<file path="config.mk">
export PLATFORM = sky130hd
export DESIGN_NAME = lcd_rect_fill_streamer_top_flat
export DESIGN_NICKNAME = d
export VERILOG_FILES = /design/src/sv/lrf_pkg.sv /design/src/sv/lrf_if.sv /design/src/sv/lrf_cfg_regs.sv /design/src/sv/lrf_clip.sv /design/src/sv/lrf_engine.sv /design/src/sv/lcd_rect_fill_streamer_top.sv /design/src/flat_wrapper.sv
export SDC_FILE = /design/constraint.sdc
export NUM_CORES = 1
export LEC_CHECK = 0
export ABC_AREA = 1
export BUFFER_PORTS_ARGS = -buffer_cell sky130_fd_sc_hd__buf_2
export CORE_UTILIZATION = 53
export DETAILED_ROUTE_END_ITERATION = 10
export MAX_ROUTING_LAYER = met4
export PLACE_DENSITY = 0.75
export SYNTH_ARGS = -nofsm -noshare
export SYNTH_HDL_FRONTEND = slang
export SYNTH_SLANG_ARGS = --single-unit
</file>
<file path="constraint.sdc">
create_clock -name i_clk -period 12.4 [get_ports i_clk]
set_input_delay 1.86 -clock i_clk [delete_from_list [all_inputs] [get_ports i_clk]]
set_output_delay 1.86 -clock i_clk [all_outputs]
set_load 0.005 [all_outputs]
</file>
<file path="src/sv/lrf_pkg.sv">
// Shared types and constants for the LCD rectangle fill streamer.
// Holds the request and result structs, the stream phase enum and command codes.
// No dependencies; the register file, clipper, engine, top level and testbench import this package.
`timescale 1ns / 1ps
`default_nettype none

package lrf_pkg;

    // Largest panel side that the clipping logic supports by default.
    localparam int MAX_SIDE_DEF = 1024;

    // Panel controller command bytes.
    localparam logic [7:0] CMD_COL_SET   = 8'h2A;
    localparam logic [7:0] CMD_ROW_SET   = 8'h2B;
    localparam logic [7:0] CMD_MEM_WRITE = 8'h2C;

    // Configuration register reset values and register map.
    localparam int          PANEL_REG_W      = 11;
    localparam logic [10:0] PANEL_W_RESET    = 11'd240;
    localparam logic [10:0] PANEL_H_RESET    = 11'd320;
    localparam int          CFG_ADDR_W       = 3;
    localparam logic [0:0]  REG_PANEL_WIDTH  = 1'b0;
    localparam logic [0:0]  REG_PANEL_HEIGHT = 1'b1;

    // Input item kinds.
    localparam logic KIND_FILL = 1'b0;
    localparam logic KIND_TICK = 1'b1;

    // Result status codes.
    typedef enum logic [1:0] {
        ST_BYTE     = 2'd0,
        ST_ACCEPTED = 2'd1,
        ST_REJECTED = 2'd2,
        ST_BUSY     = 2'd3
    } t_status;

    // Stream phases; the window data phases are consecutive codes.
    typedef enum logic [3:0] {
        PH_IDLE    = 4'd0,
        PH_COL_CMD = 4'd1,
        PH_COL_D0  = 4'd2,
        PH_COL_D1  = 4'd3,
        PH_COL_D2  = 4'd4,
        PH_COL_D3  = 4'd5,
        PH_ROW_CMD = 4'd6,
        PH_ROW_D0  = 4'd7,
        PH_ROW_D1  = 4'd8,
        PH_ROW_D2  = 4'd9,
        PH_ROW_D3  = 4'd10,
        PH_MEM_CMD = 4'd11,
        PH_PIXELS  = 4'd12
    } t_phase;

    // Panel size registers as seen by the datapath.
    typedef struct packed {
        logic [PANEL_REG_W-1:0] width;
        logic [PANEL_REG_W-1:0] height;
    } t_panel_cfg;

    // One input item.
    typedef struct packed {
        logic               kind;
        logic signed [15:0] origin_col;
        logic signed [15:0] origin_row;
        logic signed [15:0] rect_width;
        logic signed [15:0] rect_height;
        logic [15:0]        fill_color;
    } t_req;

    // One result item.
    typedef struct packed {
        t_status     status;
        logic [7:0]  spi_byte;
        logic        is_data;
        logic        release_select;
        logic        fill_done;
    } t_res;

endpackage

`default_nettype wire

</file>
<file path="src/sv/lrf_if.sv">
// Stream channel interfaces for the LCD rectangle fill streamer.
// lrf_req_if carries requests and ticks, lrf_res_if carries result items.
// Depends on nothing; the handshake is valid/ready on both channels.
`timescale 1ns / 1ps
`default_nettype none

interface lrf_req_if;
    logic               valid;
    logic               ready;
    logic               kind;
    logic signed [15:0] origin_col;
    logic signed [15:0] origin_row;
    logic signed [15:0] rect_width;
    logic signed [15:0] rect_height;
    logic [15:0]        fill_color;

    modport source (
        output valid, kind, origin_col, origin_row, rect_width, rect_height, fill_color,
        input  ready
    );
    modport sink (
        input  valid, kind, origin_col, origin_row, rect_width, rect_height, fill_color,
        output ready
    );
endinterface

interface lrf_res_if;
    logic       valid;
    logic       ready;
    logic [1:0] status;
    logic [7:0] spi_byte;
    logic       is_data;
    logic       release_select;
    logic       fill_done;

    modport source (
        output valid, status, spi_byte, is_data, release_select, fill_done,
        input  ready
    );
    modport sink (
        input  valid, status, spi_byte, is_data, release_select, fill_done,
        output ready
    );
endinterface

`default_nettype wire

</file>
<file path="src/sv/lrf_cfg_regs.sv">
// APB-style register file holding the panel width and height used for clipping.
// Depends on lrf_pkg for the register map and reset values.
`timescale 1ns / 1ps
`default_nettype none

module lrf_cfg_regs import lrf_pkg::*; (
    input  wire logic                  i_clk,
    input  wire logic                  i_rst_n,
    input  wire logic                  psel,
    input  wire logic                  penable,
    input  wire logic                  pwrite,
    input  wire logic [CFG_ADDR_W-1:0] paddr,
    input  wire logic [31:0]           pwdata,
    output logic [31:0]                prdata,
    output logic                       pready,
    output t_panel_cfg                 o_panel
);

    logic [PANEL_REG_W-1:0] r_panel_width;
    logic [PANEL_REG_W-1:0] r_panel_height;
    logic [0:0]             w_index;
    logic                   w_write;

    // Registers sit on 32-bit words; the word index picks the register.
    assign w_index = paddr[CFG_ADDR_W-1:2];
    assign w_write = psel && penable && pwrite && pready;
    assign pready  = 1'b1;

    // Register write in the access cycle.
    always_ff @(posedge i_clk) begin
        if (!i_rst_n) begin
            r_panel_width  <= PANEL_W_RESET;
            r_panel_height <= PANEL_H_RESET;
        end else if (w_write) begin
            case (w_index)
                REG_PANEL_WIDTH:  r_panel_width  <= pwdata[PANEL_REG_W-1:0];
                REG_PANEL_HEIGHT: r_panel_height <= pwdata[PANEL_REG_W-1:0];
                default: ;
            endcase
        end
    end

    // Read data mux.
    always_comb begin
        case (w_index)
            REG_PANEL_WIDTH:  prdata = 32'(r_panel_width);
            REG_PANEL_HEIGHT: prdata = 32'(r_panel_height);
            default:          prdata = '0;
        endcase
    end

    assign o_panel.width  = r_panel_width;
    assign o_panel.height = r_panel_height;

endmodule

`default_nettype wire

</file>
<file path="src/sv/lrf_clip.sv">
// Combinational clipping of one fill request against the panel size.
// Produces the reject flag, the clipped size and the address window ends.
// Depends on lrf_pkg for the panel configuration struct.
`timescale 1ns / 1ps
`default_nettype none

module lrf_clip import lrf_pkg::*; #(
    parameter int MAX_SIDE = MAX_SIDE_DEF
) (
    input  wire logic signed [15:0] i_origin_col,
    input  wire logic signed [15:0] i_origin_row,
    input  wire logic signed [15:0] i_rect_width,
    input  wire logic signed [15:0] i_rect_height,
    input  wire t_panel_cfg          i_panel,
    output logic                     o_reject,
    output logic [$clog2(MAX_SIDE+1)-1:0] o_col_start,
    output logic [$clog2(MAX_SIDE+1)-1:0] o_col_end,
    output logic [$clog2(MAX_SIDE+1)-1:0] o_row_start,
    output logic [$clog2(MAX_SIDE+1)-1:0] o_row_end,
    output logic [$clog2(MAX_SIDE+1)-1:0] o_clip_w,
    output logic [$clog2(MAX_SIDE+1)-1:0] o_clip_h
);

    localparam int SW = $clog2(MAX_SIDE + 1);

    logic [SW-1:0] w_pw;
    logic [SW-1:0] w_ph;
    logic          w_col_bad;
    logic          w_row_bad;
    logic          w_col_over;
    logic          w_row_over;
    logic [SW-1:0] w_x;
    logic [SW-1:0] w_y;
    logic          w_single;

    // Panel size saturated to the largest supported side.
    assign w_pw = ({21'd0, i_panel.width}  > 32'(MAX_SIDE)) ? SW'(MAX_SIDE) : SW'(i_panel.width);
    assign w_ph = ({21'd0, i_panel.height} > 32'(MAX_SIDE)) ? SW'(MAX_SIDE) : SW'(i_panel.height);

    // Negative or off-panel origin, or an empty or negative size, rejects the request.
    assign w_col_bad = i_origin_col[15] || (i_origin_col >= $signed({1'b0, 15'(w_pw)}))
                       || i_rect_width[15] || (i_rect_width == 16'sd0);
    assign w_row_bad = i_origin_row[15] || (i_origin_row >= $signed({1'b0, 15'(w_ph)}))
                       || i_rect_height[15] || (i_rect_height == 16'sd0);
    assign o_reject  = w_col_bad || w_row_bad;

    // The origin is below the panel size here, so it fits the side width.
    assign w_x = i_origin_col[SW-1:0];
    assign w_y = i_origin_row[SW-1:0];

    // Trim to the panel edge where the rectangle runs past it.
    assign w_col_over = ({1'b0, i_origin_col} + {1'b0, i_rect_width}) > 17'(w_pw);
    assign w_row_over = ({1'b0, i_origin_row} + {1'b0, i_rect_height}) > 17'(w_ph);
    assign o_clip_w   = w_col_over ? (w_pw - w_x) : i_rect_width[SW-1:0];
    assign o_clip_h   = w_row_over ? (w_ph - w_y) : i_rect_height[SW-1:0];

    // A single pixel keeps a window one step wider in both directions.
    assign w_single    = (o_clip_w == SW'(1)) && (o_clip_h == SW'(1));
    assign o_col_start = w_x;
    assign o_row_start = w_y;
    assign o_col_end   = w_single ? (w_x + SW'(1)) : (w_x + o_clip_w - SW'(1));
    assign o_row_end   = w_single ? (w_y + SW'(1)) : (w_y + o_clip_h - SW'(1));

endmodule

`default_nettype wire

</file>
<file path="src/sv/lrf_engine.sv">
// Stream engine: input register, phase sequencer and result register.
// Clips requests through lrf_clip and emits one byte per tick while a stream is running.
// Depends on lrf_pkg, lrf_if and lrf_clip.
`timescale 1ns / 1ps
`default_nettype none

module lrf_engine import lrf_pkg::*; #(
    parameter int MAX_SIDE = MAX_SIDE_DEF
) (
    input  wire logic   i_clk,
    input  wire logic   i_rst_n,
    input  wire t_panel_cfg i_panel,
    lrf_req_if.sink     i_req,
    lrf_res_if.source   o_res
);

    localparam int SW = $clog2(MAX_SIDE + 1);
    localparam int PW = 2 * SW;

    // Input stage.
    logic          r_in_valid;
    t_req          r_in;
    logic          w_advance;

    // Stream state.
    t_phase        r_phase;
    t_phase        n_phase;
    logic          r_low_next;
    logic          n_low_next;
    logic          r_load;
    logic [PW-1:0] r_pixels;
    logic [PW-1:0] n_pixels;
    logic [PW-1:0] w_pix_dec;
    logic [SW-1:0] r_col_start;
    logic [SW-1:0] r_col_end;
    logic [SW-1:0] r_row_start;
    logic [SW-1:0] r_row_end;
    logic [SW-1:0] r_clip_w;
    logic [SW-1:0] r_clip_h;
    logic [15:0]   r_color;

    // Result stage.
    logic          r_out_valid;
    logic          n_out_valid;
    t_res          r_res;
    t_res          n_res;
    logic          w_take;

    // Clipper outputs.
    logic          w_reject;
    logic [SW-1:0] w_col_start;
    logic [SW-1:0] w_col_end;
    logic [SW-1:0] w_row_start;
    logic [SW-1:0] w_row_end;
    logic [SW-1:0] w_clip_w;
    logic [SW-1:0] w_clip_h;

    // One byte of a window, start high and low, then end high and low.
    function automatic logic [7:0] win_byte(input logic [15:0] s, input logic [15:0] e,
                                            input logic [1:0] idx);
        logic [7:0] b;
        case (idx)
            2'd0:    b = s[15:8];
            2'd1:    b = s[7:0];
            2'd2:    b = e[15:8];
            default: b = e[7:0];
        endcase
        return b;
    endfunction

    // The held item moves on when the result register is free or being drained.
    assign w_advance   = r_in_valid && (!r_out_valid || o_res.ready);
    assign i_req.ready = !r_in_valid || w_advance;

    always_ff @(posedge i_clk) begin
        if (!i_rst_n) begin
            r_in_valid <= 1'b0;
        end else if (i_req.ready) begin
            r_in_valid <= i_req.valid;
        end
    end

    always_ff @(posedge i_clk) begin
        if (i_req.valid && i_req.ready) begin
            r_in <= '{kind:        i_req.kind,
                      origin_col:  i_req.origin_col,
                      origin_row:  i_req.origin_row,
                      rect_width:  i_req.rect_width,
                      rect_height: i_req.rect_height,
                      fill_color:  i_req.fill_color};
        end
    end

    lrf_clip #(
        .MAX_SIDE (MAX_SIDE)
    ) u_clip (
        .i_origin_col  (r_in.origin_col),
        .i_origin_row  (r_in.origin_row),
        .i_rect_width  (r_in.rect_width),
        .i_rect_height (r_in.rect_height),
        .i_panel       (i_panel),
        .o_reject      (w_reject),
        .o_col_start   (w_col_start),
        .o_col_end     (w_col_end),
        .o_row_start   (w_row_start),
        .o_row_end     (w_row_end),
        .o_clip_w      (w_clip_w),
        .o_clip_h      (w_clip_h)
    );

    assign w_pix_dec = (r_pixels != '0) ? (r_pixels - PW'(1)) : r_pixels;

    // Next state and result for the held item.
    always_comb begin
        n_phase    = r_phase;
        n_low_next = r_low_next;
        n_pixels   = r_pixels;
        n_out_valid = 1'b0;
        w_take     = 1'b0;
        n_res      = '{status: ST_BYTE, spi_byte: 8'd0, is_data: 1'b0,
                       release_select: 1'b0, fill_done: 1'b0};

        if (r_in.kind == KIND_FILL) begin
            n_out_valid = 1'b1;
            if (r_phase != PH_IDLE) begin
                n_res.status = ST_BUSY;
            end else if (w_reject) begin
                n_res.status = ST_REJECTED;
            end else begin
                n_res.status = ST_ACCEPTED;
                n_phase      = PH_COL_CMD;
                n_low_next   = 1'b0;
                w_take       = 1'b1;
            end
        end else begin
            case (r_phase)
                PH_IDLE: begin
                end
                PH_COL_CMD: begin
                    n_out_valid          = 1'b1;
                    n_res.spi_byte       = CMD_COL_SET;
                    n_res.release_select = 1'b1;
                    n_phase              = PH_COL_D0;
                end
                PH_COL_D0, PH_COL_D1, PH_COL_D2, PH_COL_D3: begin
                    n_out_valid    = 1'b1;
                    n_res.is_data  = 1'b1;
                    n_res.spi_byte = win_byte(16'(r_col_start), 16'(r_col_end),
                                              2'(r_phase - PH_COL_D0));
                    n_phase = (r_phase == PH_COL_D3) ? PH_ROW_CMD
                                                     : t_phase'(r_phase + 4'd1);
                end
                PH_ROW_CMD: begin
                    n_out_valid          = 1'b1;
                    n_res.spi_byte       = CMD_ROW_SET;
                    n_res.release_select = 1'b1;
                    n_phase              = PH_ROW_D0;
                end
                PH_ROW_D0, PH_ROW_D1, PH_ROW_D2, PH_ROW_D3: begin
                    n_out_valid    = 1'b1;
                    n_res.is_data  = 1'b1;
                    n_res.spi_byte = win_byte(16'(r_row_start), 16'(r_row_end),
                                              2'(r_phase - PH_ROW_D0));
                    n_phase = (r_phase == PH_ROW_D3) ? PH_MEM_CMD
                                                     : t_phase'(r_phase + 4'd1);
                end
                PH_MEM_CMD: begin
                    n_out_valid          = 1'b1;
                    n_res.spi_byte       = CMD_MEM_WRITE;
                    n_res.release_select = 1'b1;
                    n_low_next           = 1'b0;
                    n_phase              = PH_PIXELS;
                end
                PH_PIXELS: begin
                    n_out_valid   = 1'b1;
                    n_res.is_data = 1'b1;
                    if (!r_low_next) begin
                        n_res.spi_byte = r_color[15:8];
                        n_low_next     = 1'b1;
                    end else begin
                        n_res.spi_byte = r_color[7:0];
                        n_low_next     = 1'b0;
                        n_pixels       = w_pix_dec;
                        // Last low byte closes the fill and releases select.
                        if (w_pix_dec == '0) begin
                            n_phase              = PH_IDLE;
                            n_res.release_select = 1'b1;
                            n_res.fill_done      = 1'b1;
                        end
                    end
                end
                default: begin
                    n_phase = PH_IDLE;
                end
            endcase
        end
    end

    // Control state and result valid.
    always_ff @(posedge i_clk) begin
        if (!i_rst_n) begin
            r_phase     <= PH_IDLE;
            r_low_next  <= 1'b0;
            r_load      <= 1'b0;
            r_out_valid <= 1'b0;
        end else begin
            r_load <= w_advance && w_take;
            if (w_advance) begin
                r_phase     <= n_phase;
                r_low_next  <= n_low_next;
                r_out_valid <= n_out_valid;
            end else if (o_res.ready) begin
                r_out_valid <= 1'b0;
            end
        end
    end

    // Window, color and result payload.
    always_ff @(posedge i_clk) begin
        if (w_advance) begin
            r_res <= n_res;
        end
        if (w_advance && w_take) begin
            r_col_start <= w_col_start;
            r_col_end   <= w_col_end;
            r_row_start <= w_row_start;
            r_row_end   <= w_row_end;
            r_clip_w    <= w_clip_w;
            r_clip_h    <= w_clip_h;
            r_color     <= r_in.fill_color;
        end
    end

    // The pixel count is formed from the registered clipped size while r_load is
    // set after the request is taken, well before the pixel phase needs it.
    always_ff @(posedge i_clk) begin
        if (r_load) begin
            r_pixels <= PW'(r_clip_w) * PW'(r_clip_h);
        end else if (w_advance) begin
            r_pixels <= n_pixels;
        end
    end

    assign o_res.valid          = r_out_valid;
    assign o_res.status         = r_res.status;
    assign o_res.spi_byte       = r_res.spi_byte;
    assign o_res.is_data        = r_res.is_data;
    assign o_res.release_select = r_res.release_select;
    assign o_res.fill_done      = r_res.fill_done;

    // A fill always ends on a data byte that also releases select.
    a_done_releases: assert property (@(posedge i_clk) disable iff (!i_rst_n)
        (r_out_valid && r_res.fill_done) |-> (r_res.release_select && r_res.is_data))
        else $error("fill_done without release_select on a data byte");

    // Status results carry no byte.
    a_status_clean: assert property (@(posedge i_clk) disable iff (!i_rst_n)
        (r_out_valid && (r_res.status != ST_BYTE)) |->
        ((r_res.spi_byte == 8'd0) && !r_res.is_data && !r_res.fill_done))
        else $error("status result carries byte fields");

    // The pixel phase never runs with an exhausted count.
    a_pixels_live: assert property (@(posedge i_clk) disable iff (!i_rst_n)
        (r_phase == PH_PIXELS) |-> (r_pixels != '0))
        else $error("pixel phase with zero pixels left");

    // A request during a stream is refused and leaves the phase alone.
    a_busy_refused: assert property (@(posedge i_clk) disable iff (!i_rst_n)
        (w_advance && (r_in.kind == KIND_FILL) && (r_phase != PH_IDLE)) |=>
        (r_out_valid && (r_res.status == ST_BUSY) && $stable(r_phase)))
        else $error("busy request not refused");

endmodule

`default_nettype wire

</file>
<file path="src/sv/lcd_rect_fill_streamer_top.sv">
// Top level of the LCD rectangle fill streamer.
// Connects the APB register file and the stream engine.
// Depends on lrf_pkg, lrf_if, lrf_cfg_regs, lrf_clip and lrf_engine.
//
//   Channel   Direction  Handshake               Contents
//   i_req     in         valid/ready             kind, origin, size, fill_color
//   o_res     out        valid/ready             status, spi_byte, flags
//   APB       in         psel/penable, pready=1  panel_width, panel_height
//
// One item is taken per cycle while the result register is not stalled; its result
// is loaded into the result register once the item has passed the input register
// and the phase sequencer. Reset is synchronous and active low, clears the phase
// and the valid flags, and sets the panel size registers to their reset values.
// A stalled result holds the item behind it in the input register.
`timescale 1ns / 1ps
`default_nettype none

module lcd_rect_fill_streamer_top import lrf_pkg::*; #(
    parameter int MAX_SIDE = MAX_SIDE_DEF
) (
    input  wire logic                  i_clk,
    input  wire logic                  i_rst_n,
    lrf_req_if.sink                    i_req,
    lrf_res_if.source                  o_res,
    input  wire logic                  psel,
    input  wire logic                  penable,
    input  wire logic                  pwrite,
    input  wire logic [CFG_ADDR_W-1:0] paddr,
    input  wire logic [31:0]           pwdata,
    output logic [31:0]                prdata,
    output logic                       pready
);

    t_panel_cfg w_panel;

    // Panel size registers.
    lrf_cfg_regs u_cfg (
        .i_clk   (i_clk),
        .i_rst_n (i_rst_n),
        .psel    (psel),
        .penable (penable),
        .pwrite  (pwrite),
        .paddr   (paddr),
        .pwdata  (pwdata),
        .prdata  (prdata),
        .pready  (pready),
        .o_panel (w_panel)
    );

    // Clipping and byte stream generation.
    lrf_engine #(
        .MAX_SIDE (MAX_SIDE)
    ) u_engine (
        .i_clk   (i_clk),
        .i_rst_n (i_rst_n),
        .i_panel (w_panel),
        .i_req   (i_req),
        .o_res   (o_res)
    );

endmodule

`default_nettype wire

</file>
<file path="src/flat_wrapper.sv">
// flat-port wrapper written by rule: the top's interface ports become plain ports
module lcd_rect_fill_streamer_top_flat import lrf_pkg::*;
#(
    parameter int MAX_SIDE = MAX_SIDE_DEF
)
  (i_clk, i_rst_n, psel, penable, pwrite, paddr, pwdata, prdata, pready, i_req_valid, i_req_kind, i_req_origin_col, i_req_origin_row, i_req_rect_width, i_req_rect_height, i_req_fill_color, i_req_ready, o_res_valid, o_res_status, o_res_spi_byte, o_res_is_data, o_res_release_select, o_res_fill_done, o_res_ready);
  lrf_req_if i_req_i ();
  lrf_res_if o_res_i ();
  input  wire logic i_clk;
  input  wire logic i_rst_n;
  input  wire logic psel;
  input  wire logic penable;
  input  wire logic pwrite;
  input  wire logic [CFG_ADDR_W-1:0] paddr;
  input  wire logic [31:0] pwdata;
  output logic [31:0] prdata;
  output logic pready;
  input wire logic [$bits(i_req_i.valid)-1:0] i_req_valid;
  input wire logic [$bits(i_req_i.kind)-1:0] i_req_kind;
  input wire logic [$bits(i_req_i.origin_col)-1:0] i_req_origin_col;
  input wire logic [$bits(i_req_i.origin_row)-1:0] i_req_origin_row;
  input wire logic [$bits(i_req_i.rect_width)-1:0] i_req_rect_width;
  input wire logic [$bits(i_req_i.rect_height)-1:0] i_req_rect_height;
  input wire logic [$bits(i_req_i.fill_color)-1:0] i_req_fill_color;
  output wire logic [$bits(i_req_i.ready)-1:0] i_req_ready;
  output wire logic [$bits(o_res_i.valid)-1:0] o_res_valid;
  output wire logic [$bits(o_res_i.status)-1:0] o_res_status;
  output wire logic [$bits(o_res_i.spi_byte)-1:0] o_res_spi_byte;
  output wire logic [$bits(o_res_i.is_data)-1:0] o_res_is_data;
  output wire logic [$bits(o_res_i.release_select)-1:0] o_res_release_select;
  output wire logic [$bits(o_res_i.fill_done)-1:0] o_res_fill_done;
  input wire logic [$bits(o_res_i.ready)-1:0] o_res_ready;
  assign i_req_i.valid = i_req_valid;
  assign i_req_i.kind = i_req_kind;
  assign i_req_i.origin_col = i_req_origin_col;
  assign i_req_i.origin_row = i_req_origin_row;
  assign i_req_i.rect_width = i_req_rect_width;
  assign i_req_i.rect_height = i_req_rect_height;
  assign i_req_i.fill_color = i_req_fill_color;
  assign i_req_ready = i_req_i.ready;
  assign o_res_valid = o_res_i.valid;
  assign o_res_status = o_res_i.status;
  assign o_res_spi_byte = o_res_i.spi_byte;
  assign o_res_is_data = o_res_i.is_data;
  assign o_res_release_select = o_res_i.release_select;
  assign o_res_fill_done = o_res_i.fill_done;
  assign o_res_i.ready = o_res_ready;
  lcd_rect_fill_streamer_top #(.MAX_SIDE(MAX_SIDE)) u_core (.i_clk(i_clk), .i_rst_n(i_rst_n), .i_req(i_req_i), .o_res(o_res_i), .psel(psel), .penable(penable), .pwrite(pwrite), .paddr(paddr), .pwdata(pwdata), .prdata(prdata), .pready(pready));
endmodule
</file>
==> results.md, run 1 <==
- Outcome: finished clean
- Placed Area: ~20000 um^2
- Crit start category: flop
- Layout cells sized above 1: 9.07%
- Ys flop type: edfxtp_1
- Setup violators final: 0
- Final ANT Viol Nets: 0
- Slowest CP cell: edfxtp_1
- Die Height: 194 um
- Max-cap check violation count: 0
- Die Width: 194 um
- CTS tree: yes
- WL final: slightly below 50000 um
- Type of the tightest min-delay check: flop to flop
- Number of buffers created by CTS: 27
- Top Ports: 171
- Cell count after synthesis: 2392
- Design area: 21300 um^2
- GR Overflow Total: 0
- Final TNS setup: 0 ns
- CTS resizes: 0
- Synth top area share: 30.5%
- Average wire per cell in the routed design: 16.3 um
- RSZ-0062 raised after global routing: no
- Net Sw Frac: 31.2%
- Hold_ws: approximately 0.42 ns
- Leakage: 10.6 nW
- Ys async rst share: 0%
- Iter 0 DRT Violations: 985
- Area growth syn-to-layout: 9.10%
- Largest net degree at the start of global routing: 82
- Cell Area, Synth: 19500 um^2
- Post-synthesis sequential area ratio: 33.6%
- RePlAce Congestion: 0.966
- DR vias: 15863
- Max incr delay on CP: 0.48 ns
- Warning count from the yosys run: 0
- Slew Limit Fails: 0
- Postcts setup bufs: 0
- Reg power frac: 40.6%
- Max_slew headroom: 19.8%
- IO Port Bufs: between 100 and 150
- Cell area power density: 104 nW/um^2
- Post-synth EDFFs: 198
- Root buf cell: clkbuf_16
- Worst Path Max Fanout: 12
- Fmax: between 150 and 200 MHz
- Worst Tran Pin Value: 1.20 ns
- Ant. Diodes: 0
- Nets: 2902
- Crit end category: flop
- Yosys reg bits: 228
- Global Route Usage Sum: 27.1%
- Vias in the first global route: 15979
- Clock buffer depth: 3
- Worst-path clk slew: roughly 0.060 ns
- Internal: 1.53 mW
- DP Cell Count: slightly below 3000
- CP dominant cell by count: nand2_1
- Top post-synthesis cells by area: edfxtp_1 (31%), ha_1 (13%), nand2_1 (11%), fa_1 (8.8%), inv_1 (8.2%)
- DP Wirelength: 39200 um
- Crit path DAT: 6.42 ns
- Worst hold stages: 0
- Gate power share: 24.1%
- Core ar.: ~36000 um^2
- Total power: approximately 2.2 mW
- Overall die area: 37500 um^2
- Switching Power: 0.693 mW
- Peak supply drop: 0.133 mV
- FP Rows: 69
- Hold Vio Cnt, Final: 0
- Drt via density: 5.33
- Initial antenna violation count: 0
- H-tree levels: 1
- Area leader, netlist: edfxtp_1
- Period minus WS final: 6.12 ns
- Syn Area/Cell: 8.15 um^2
- Sink Count: 228
- Worst skew pair latency: 0.58 ns
- Setup CP Type: flop to flop
- Post-cts hold buffer count: 0
- Clock share of power: between 30% and 40%
- Cell depth of the worst flop-to-flop path: 36
- Distinct cells, synth: 53
- Required time worst endpoint: 12.70 ns
- Clk_skew: approximately 0.025 ns
- First-pass GRT wire length: around 80000 um
- Starting Density: around 54%
- # DRC: 0
- First-pass iteration count of the detailed router: 8
- Final std cells w/o fill: slightly below 3000
- Fin crit share: 49.4%
cell usage after synthesis, types with 24 or more instances:
master    count
edfxtp_1    198
xor2_1       75
nor3_1       24
nand4_1      38
nor2_1      150
o21ai_0      91
fa_1         86
nand3_1     103
ha_1        201
xnor2_1      33
inv_1       425
a21oi_1     105
nand2_1     595
dfxtp_1      30
clkbuf_1     43
cells by family (layout without fill, tap and decap cells):
family | Yosys count | in the layout | share of synthesized area, %
other cells | 2 | 22 | 0.0385
fa+ha+maj | 287 | 287 | 21.7
flops | 228 | 228 | 33.6
buf+inv | 515 | 616 | 10.6
xor+xnor | 108 | 108 | 4.85
simple gates | 982 | 982 | 21.5
compound gates | 270 | 270 | 7.70
flip-flops by register name (all words and copies together), names as in the netlist, 4 cells and up:
register,flops
u_core.u_cfg.r_panel_height,11
u_core.u_cfg.r_panel_width,11
u_core.u_engine.o_res.spi_byte,8
u_core.u_engine.r_clip_h,11
u_core.u_engine.r_clip_w,11
u_core.u_engine.r_col_end,11
u_core.u_engine.r_col_start,11
u_core.u_engine.r_color,16
u_core.u_engine.r_in,81
u_core.u_engine.r_phase,4
u_core.u_engine.r_pixels,22
u_core.u_engine.r_row_end,11
u_core.u_engine.r_row_start,11
worst max-delay path, delay by kind of cell, from the launching register on:
family	cells	cell delay [ns]
simple gates	18	2.07
xor+xnor	3	0.45
compound gates	6	1.05
fa+ha+maj	5	1.57
buf+inv	4	0.24
flops	1	0.48
layer usage:
metal | vias up | GRT usage (%) | wire length (um)
met5 | - | - | 0
met4 | 0 | 8.30 | 1330
met1 | 7410 | 32.4 | 20400
met2 | 491 | 47.5 | 24000
met3 | 95 | 3.27 | 2810
li1 | 7867 | - | -
per-stage QoR:
step	util [%]	worst slack, ns
CTS	59.2	6.27
finish	59.2	6.28
floorplan	-	3.78
global placement	56.7	6.45
detailed placement	56.7	6.30
global route	59.2	5.57
worst paths after layout:
kind / start / end / slack [ns]
hold reg to reg: u_core.u_engine.r_in[1] / u_core.u_engine.r_color[1] / 0.42
hold / removal: u_core.u_engine.r_in[1] / u_core.u_engine.r_color[1] / 0.42
setup reg to reg: u_core.u_engine.r_in[64] / u_core.u_engine.r_col_end[10] / 6.28
setup / recovery: u_core.u_engine.r_in[64] / u_core.u_engine.r_col_end[10] / 6.28
cells in the final DEF (no fill, tap or decap), drive strengths merged, types with 6 or more instances in the layout:
cell type,n
conb,22
a21o,7
a21oi,106
nor2,160
a22oi,6
a31oi,15
inv,440
o21ai,105
edfxtp,198
nor3,24
xnor2,33
clkinv,13
fa,86
nand4,38
ha,201
dfxtp,30
o211ai,6
buf,128
clkbuf,29
nand3,107
xor2,75
nor4,19
nand2,617
layout make-up:
| class | instances | area (um^2) |
|---|---|---|
| multi-input cells | 1669 | 11000 |
| clock buffers | 29 | 683 |
| clock inverters | 21 | 200 |
| repair buffers | 128 | 648 |
| inverters | 438 | 1650 |
| flip-flops and latches | 228 | 6550 |
| well taps | 461 | 577 |
| fillers | 3243 | 14700 |
power by group through the flow:
stage / combinational (mW) / sequential (mW) / clock (mW)
after global placement: 0.517 / 0.916 / 0
after CTS: 0.535 / 0.901 / 0.794
after global routing: 0.618 / 0.903 / 0.822
after floorplan: 0.411 / 0.906 / 0
after detailed placement: 0.531 / 0.917 / 0
final: 0.535 / 0.901 / 0.785
Note: power is estimated with default switching activity, not from simulation.
==> run 2: changes to the inputs <==
ABC_AREA = 0   (was 1)
PLACE_DENSITY = 0.78   (was 0.75)
clock period = 5.45 ns   (was 12.4 ns; I/O delays follow)
==> results.md, run 2 <==
- Slew Limit Fails: 0 (unchanged)
- WL final: 49800 um (+2.5%)
- Max FFs per register: 81 (unchanged)
- IO Port Bufs: 125 (unchanged)
- Type of the tightest min-delay check: flop to flop
- Period minus WS final: 6.93 ns (+0.807 ns)
- Hold Vio Cnt, Final: 0 (unchanged)
- RePlAce Congestion: 0.962 (-0.36%)
- Ys flop type: edfxtp_1
- Hold_ws: 0.419 ns (-0.00277 ns)
- Dpl ws: -1.50 ns (-7.79 ns)
- RSZ-0062 raised after global routing: yes
- Final ANT Viol Nets: 0 (unchanged)
- CTS tree: yes
- Initial antenna violation count: 0 (unchanged)
- Warning count from the yosys run: 0 (unchanged)
- Synth top area share: 31.9% (+1.4 points)
- Post-cts hold buffer count: 0 (unchanged)
- Final core utilization: 67.2% (+8.0 points)
- DR vias: 15616 (-1.6%)
- Peak supply drop: 0.306 mV (+130%)
- Core ar.: 34500 um^2 (-3.8%)
- GR Overflow Total: 0 (unchanged)
- Die Height: 190 um (-2.2%)
- Max incr delay on CP: 0.55 ns (+0.07 ns)
- Ant. Diodes: 0 (unchanged)
- DP Cell Count: 2677 (-8.4%)
- Crit start category: flop
- Top cells by count, synth: nand2_1 (243), inv_1 (228), ha_1 (201)
- Syn Area/Cell: 9.66 um^2 (+19%)
- Max_slew headroom: 12.5% (-7.4 points)
- Outcome: finished with violations
- Starting Density: 54.0% (-0.29 points)
- Top post-synthesis cells by area: edfxtp_1 (32%), ha_1 (13%), fa_1 (9.2%), nand2_1 (4.9%), inv_1 (4.6%)
- Largest net degree at the start of global routing: 55 (-33%)
- CP dominant cell by count: ha_1
- Most frequent cell after synthesis: nand2_1
- Worst skew pair latency: 0.55 ns (-0.03 ns)
- Worst Slack Setup Final: -1.48 ns (-7.76 ns)
- Most frequent cells in the layout: buf_4 (258), nand2_1 (233), inv_1 (216), edfxtp_1 (198), ha_1 (187)
- Cell area power density: 229 nW/um^2 (+120%)
- Area of the multi-input gates: 11500 um^2 (+5.3%)
- Final TNS setup: -9.06 ns (-9.06 ns)
- Worst-path clk slew: 0.07 ns (about the same)
- Fmax: 144 MHz (-12%)
- Iter 0 DRT Violations: 960 (-2.5%)
- Clock buffer depth: 3 (unchanged)
- Biggest regs: u_core.u_engine.r_in x81, u_core.u_engine.r_pixels x22, u_core.u_engine.r_color x16
- Fin crit share: 127% (+78 points)
- # DRC: 0 (unchanged)
- Number of buffers created by CTS: 25 (-7.4%)
- Cell Area, Synth: 18600 um^2 (-4.3%)
- Layout cells sized above 1: 26.0% (+17 points)
- Top Ports: 171 (unchanged)
- Post-synthesis sequential area ratio: 35.1% (+1.5 points)
- Setup violators final: 14 (+14)
- Die Width: 190 um (-2.2%)
- Ys async rst share: 0% (unchanged)
- Clk_skew: 0.0140 ns (-0.0112 ns)
- Root buf cell: clkbuf_16
- Crit end category: flop
- Vias in the first global route: 15913 (-0.41%)
- Area leader, netlist: edfxtp_1
- Fill cell count: 2580 (-20%)
- Nets: 2715 (-6.4%)
- Distinct cells, synth: 72 (+36%)
- Register area: 6550 um^2 (unchanged)
- Crit path DAT: 7.24 ns (+0.82 ns)
- Worst Tran Pin Value: 1.31 ns (+0.103 ns)
- Setup CP Type: flop to flop
- Max-cap check violation count: 0 (unchanged)
- First-pass iteration count of the detailed router: 6 (-2)
- Leakage: 10.4 nW (-2.4%)
- Failing checks: setup timing
- Worst Path Max Fanout: 9 (-3)
- H-tree levels: 1 (unchanged)
- Required time worst endpoint: 5.76 ns (-6.94 ns)
- Slowest CP cell: or4_4
- Post-synth EDFFs: 198 (unchanged)
- First-pass GRT wire length: 78700 um (-0.90%)
- Top reg by flops: u_core.u_engine.r_in
- Sink Count: 228 (unchanged)
- DP Wirelength: 37800 um (-3.7%)
- Area growth syn-to-layout: 24.6%
- Global Route Usage Sum: 28.3% (+1.2 points)
- Yosys reg bits: 228 (unchanged)
- Cell count after synthesis: 1930 (-19%)
- Average wire per cell in the routed design: 17.9 um (+9.8%)
- Final std cells w/o fill: 2778 (-6.6%)
- Commonest non-fill, non-tap cell in the layout: buf_4
- Overall die area: 35900 um^2 (-4.3%)
- FP Rows: 68 (-1.4%)
- Drt via density: 5.62 (+5.4%)
[run 2: cell count changes after synthesis, sizes merged, moves of 44 or more]
cell	previous run	this run
nand3	107	42
and2	2	55
inv	435	228
xor2	75	27
nand2	617	243
nor2	160	97
xnor2	33	77
[run 2: final timing paths]
check / end / start / slack, ns / depth (start not counted)
setup / recovery: u_core.u_engine.r_row_end[10] / u_core.u_engine.r_in[48] / -1.48 / 32
hold / removal: u_core.u_engine.r_color[11] / u_core.u_engine.r_in[11] / 0.42 / 0
setup reg to reg: u_core.u_engine.r_row_end[10] / u_core.u_engine.r_in[48] / -1.48 / 32
hold reg to reg: u_core.u_engine.r_color[11] / u_core.u_engine.r_in[11] / 0.42 / 0
[run 2: final cells by class]
| class | count | share of cell area [%] |
|---|---|---|
| sequential | 228 | 28.2 |
| multi-input combinational | 1413 | 49.7 |
| clock buffer | 31 | 2.79 |
| tap | 455 | 2.45 |
| inverter | 228 | 3.69 |
| clock inverter | 14 | 0.824 |
| timing repair buffer | 409 | 12.4 |
[run 2: kinds of logic (layout without fill, tap and decap cells)]
group / after synthesis / in the layout / synth area share (%)
multiplexers: 48 / 48 / 2.70
AND/OR/NAND/NOR: 607 / 607 / 15.7
other: 2 / 22 / 0.0403
flip-flops: 228 / 228 / 35.1
XOR/XNOR: 104 / 104 / 4.89
adder cells (fa/ha/maj): 287 / 287 / 22.7
buffers and inverters: 309 / 682 / 6.72
AO/OA/AOI/OAI: 345 / 345 / 12.1
[run 2: per-layer routing]
metal,track usage (%),wire length (um),part of all wire [%]
met2,49.1,24500,49
met4,12.2,2480,5.0
met3,2.99,2620,5.3
met5,-,0,0
met1,33.3,20100,40
[run 2: power by group]
| group | leakage (nW) | total (mW) | switching, mW | internal (mW) |
|---|---|---|---|---|
| registers | 2.08 | 2.01 | 0.0295 | 1.98 |
| clock network | 0.408 | 1.77 | 0.732 | 1.04 |
| logic | 7.88 | 1.54 | 0.756 | 0.781 |
| total | 10.4 | 5.32 | 1.52 | 3.80 |
[run 2: critical path: cells and delay by family (launching register included)]
family,cells,cell delay (ns)
compound gates,13,2.25
simple gates,7,1.85
fa+ha+maj,5,1.24
flops,1,0.41
buf+inv,3,0.35
xor+xnor,3,0.32
mux,1,0.25
[run 2: stage by stage]
stage / total power [mW] / cell area (um^2)
2_1_floorplan: 2.82 / 18800
3_3_place_gp: 3.25 / 21300
3_5_place_dp: 3.29 / 21300
4_1_cts: 5.20 / 22800
5_1_grt: 5.52 / 23200
6_report: 5.32 / 23200
[run 2: timing repair]
action / CTS / global route
buffers inserted: 44 / 16
setup endpoints to repair: 21 / 28
pin swaps: 78 / 48
gates resized for setup: 78 / 65
cloned: 0 / 0
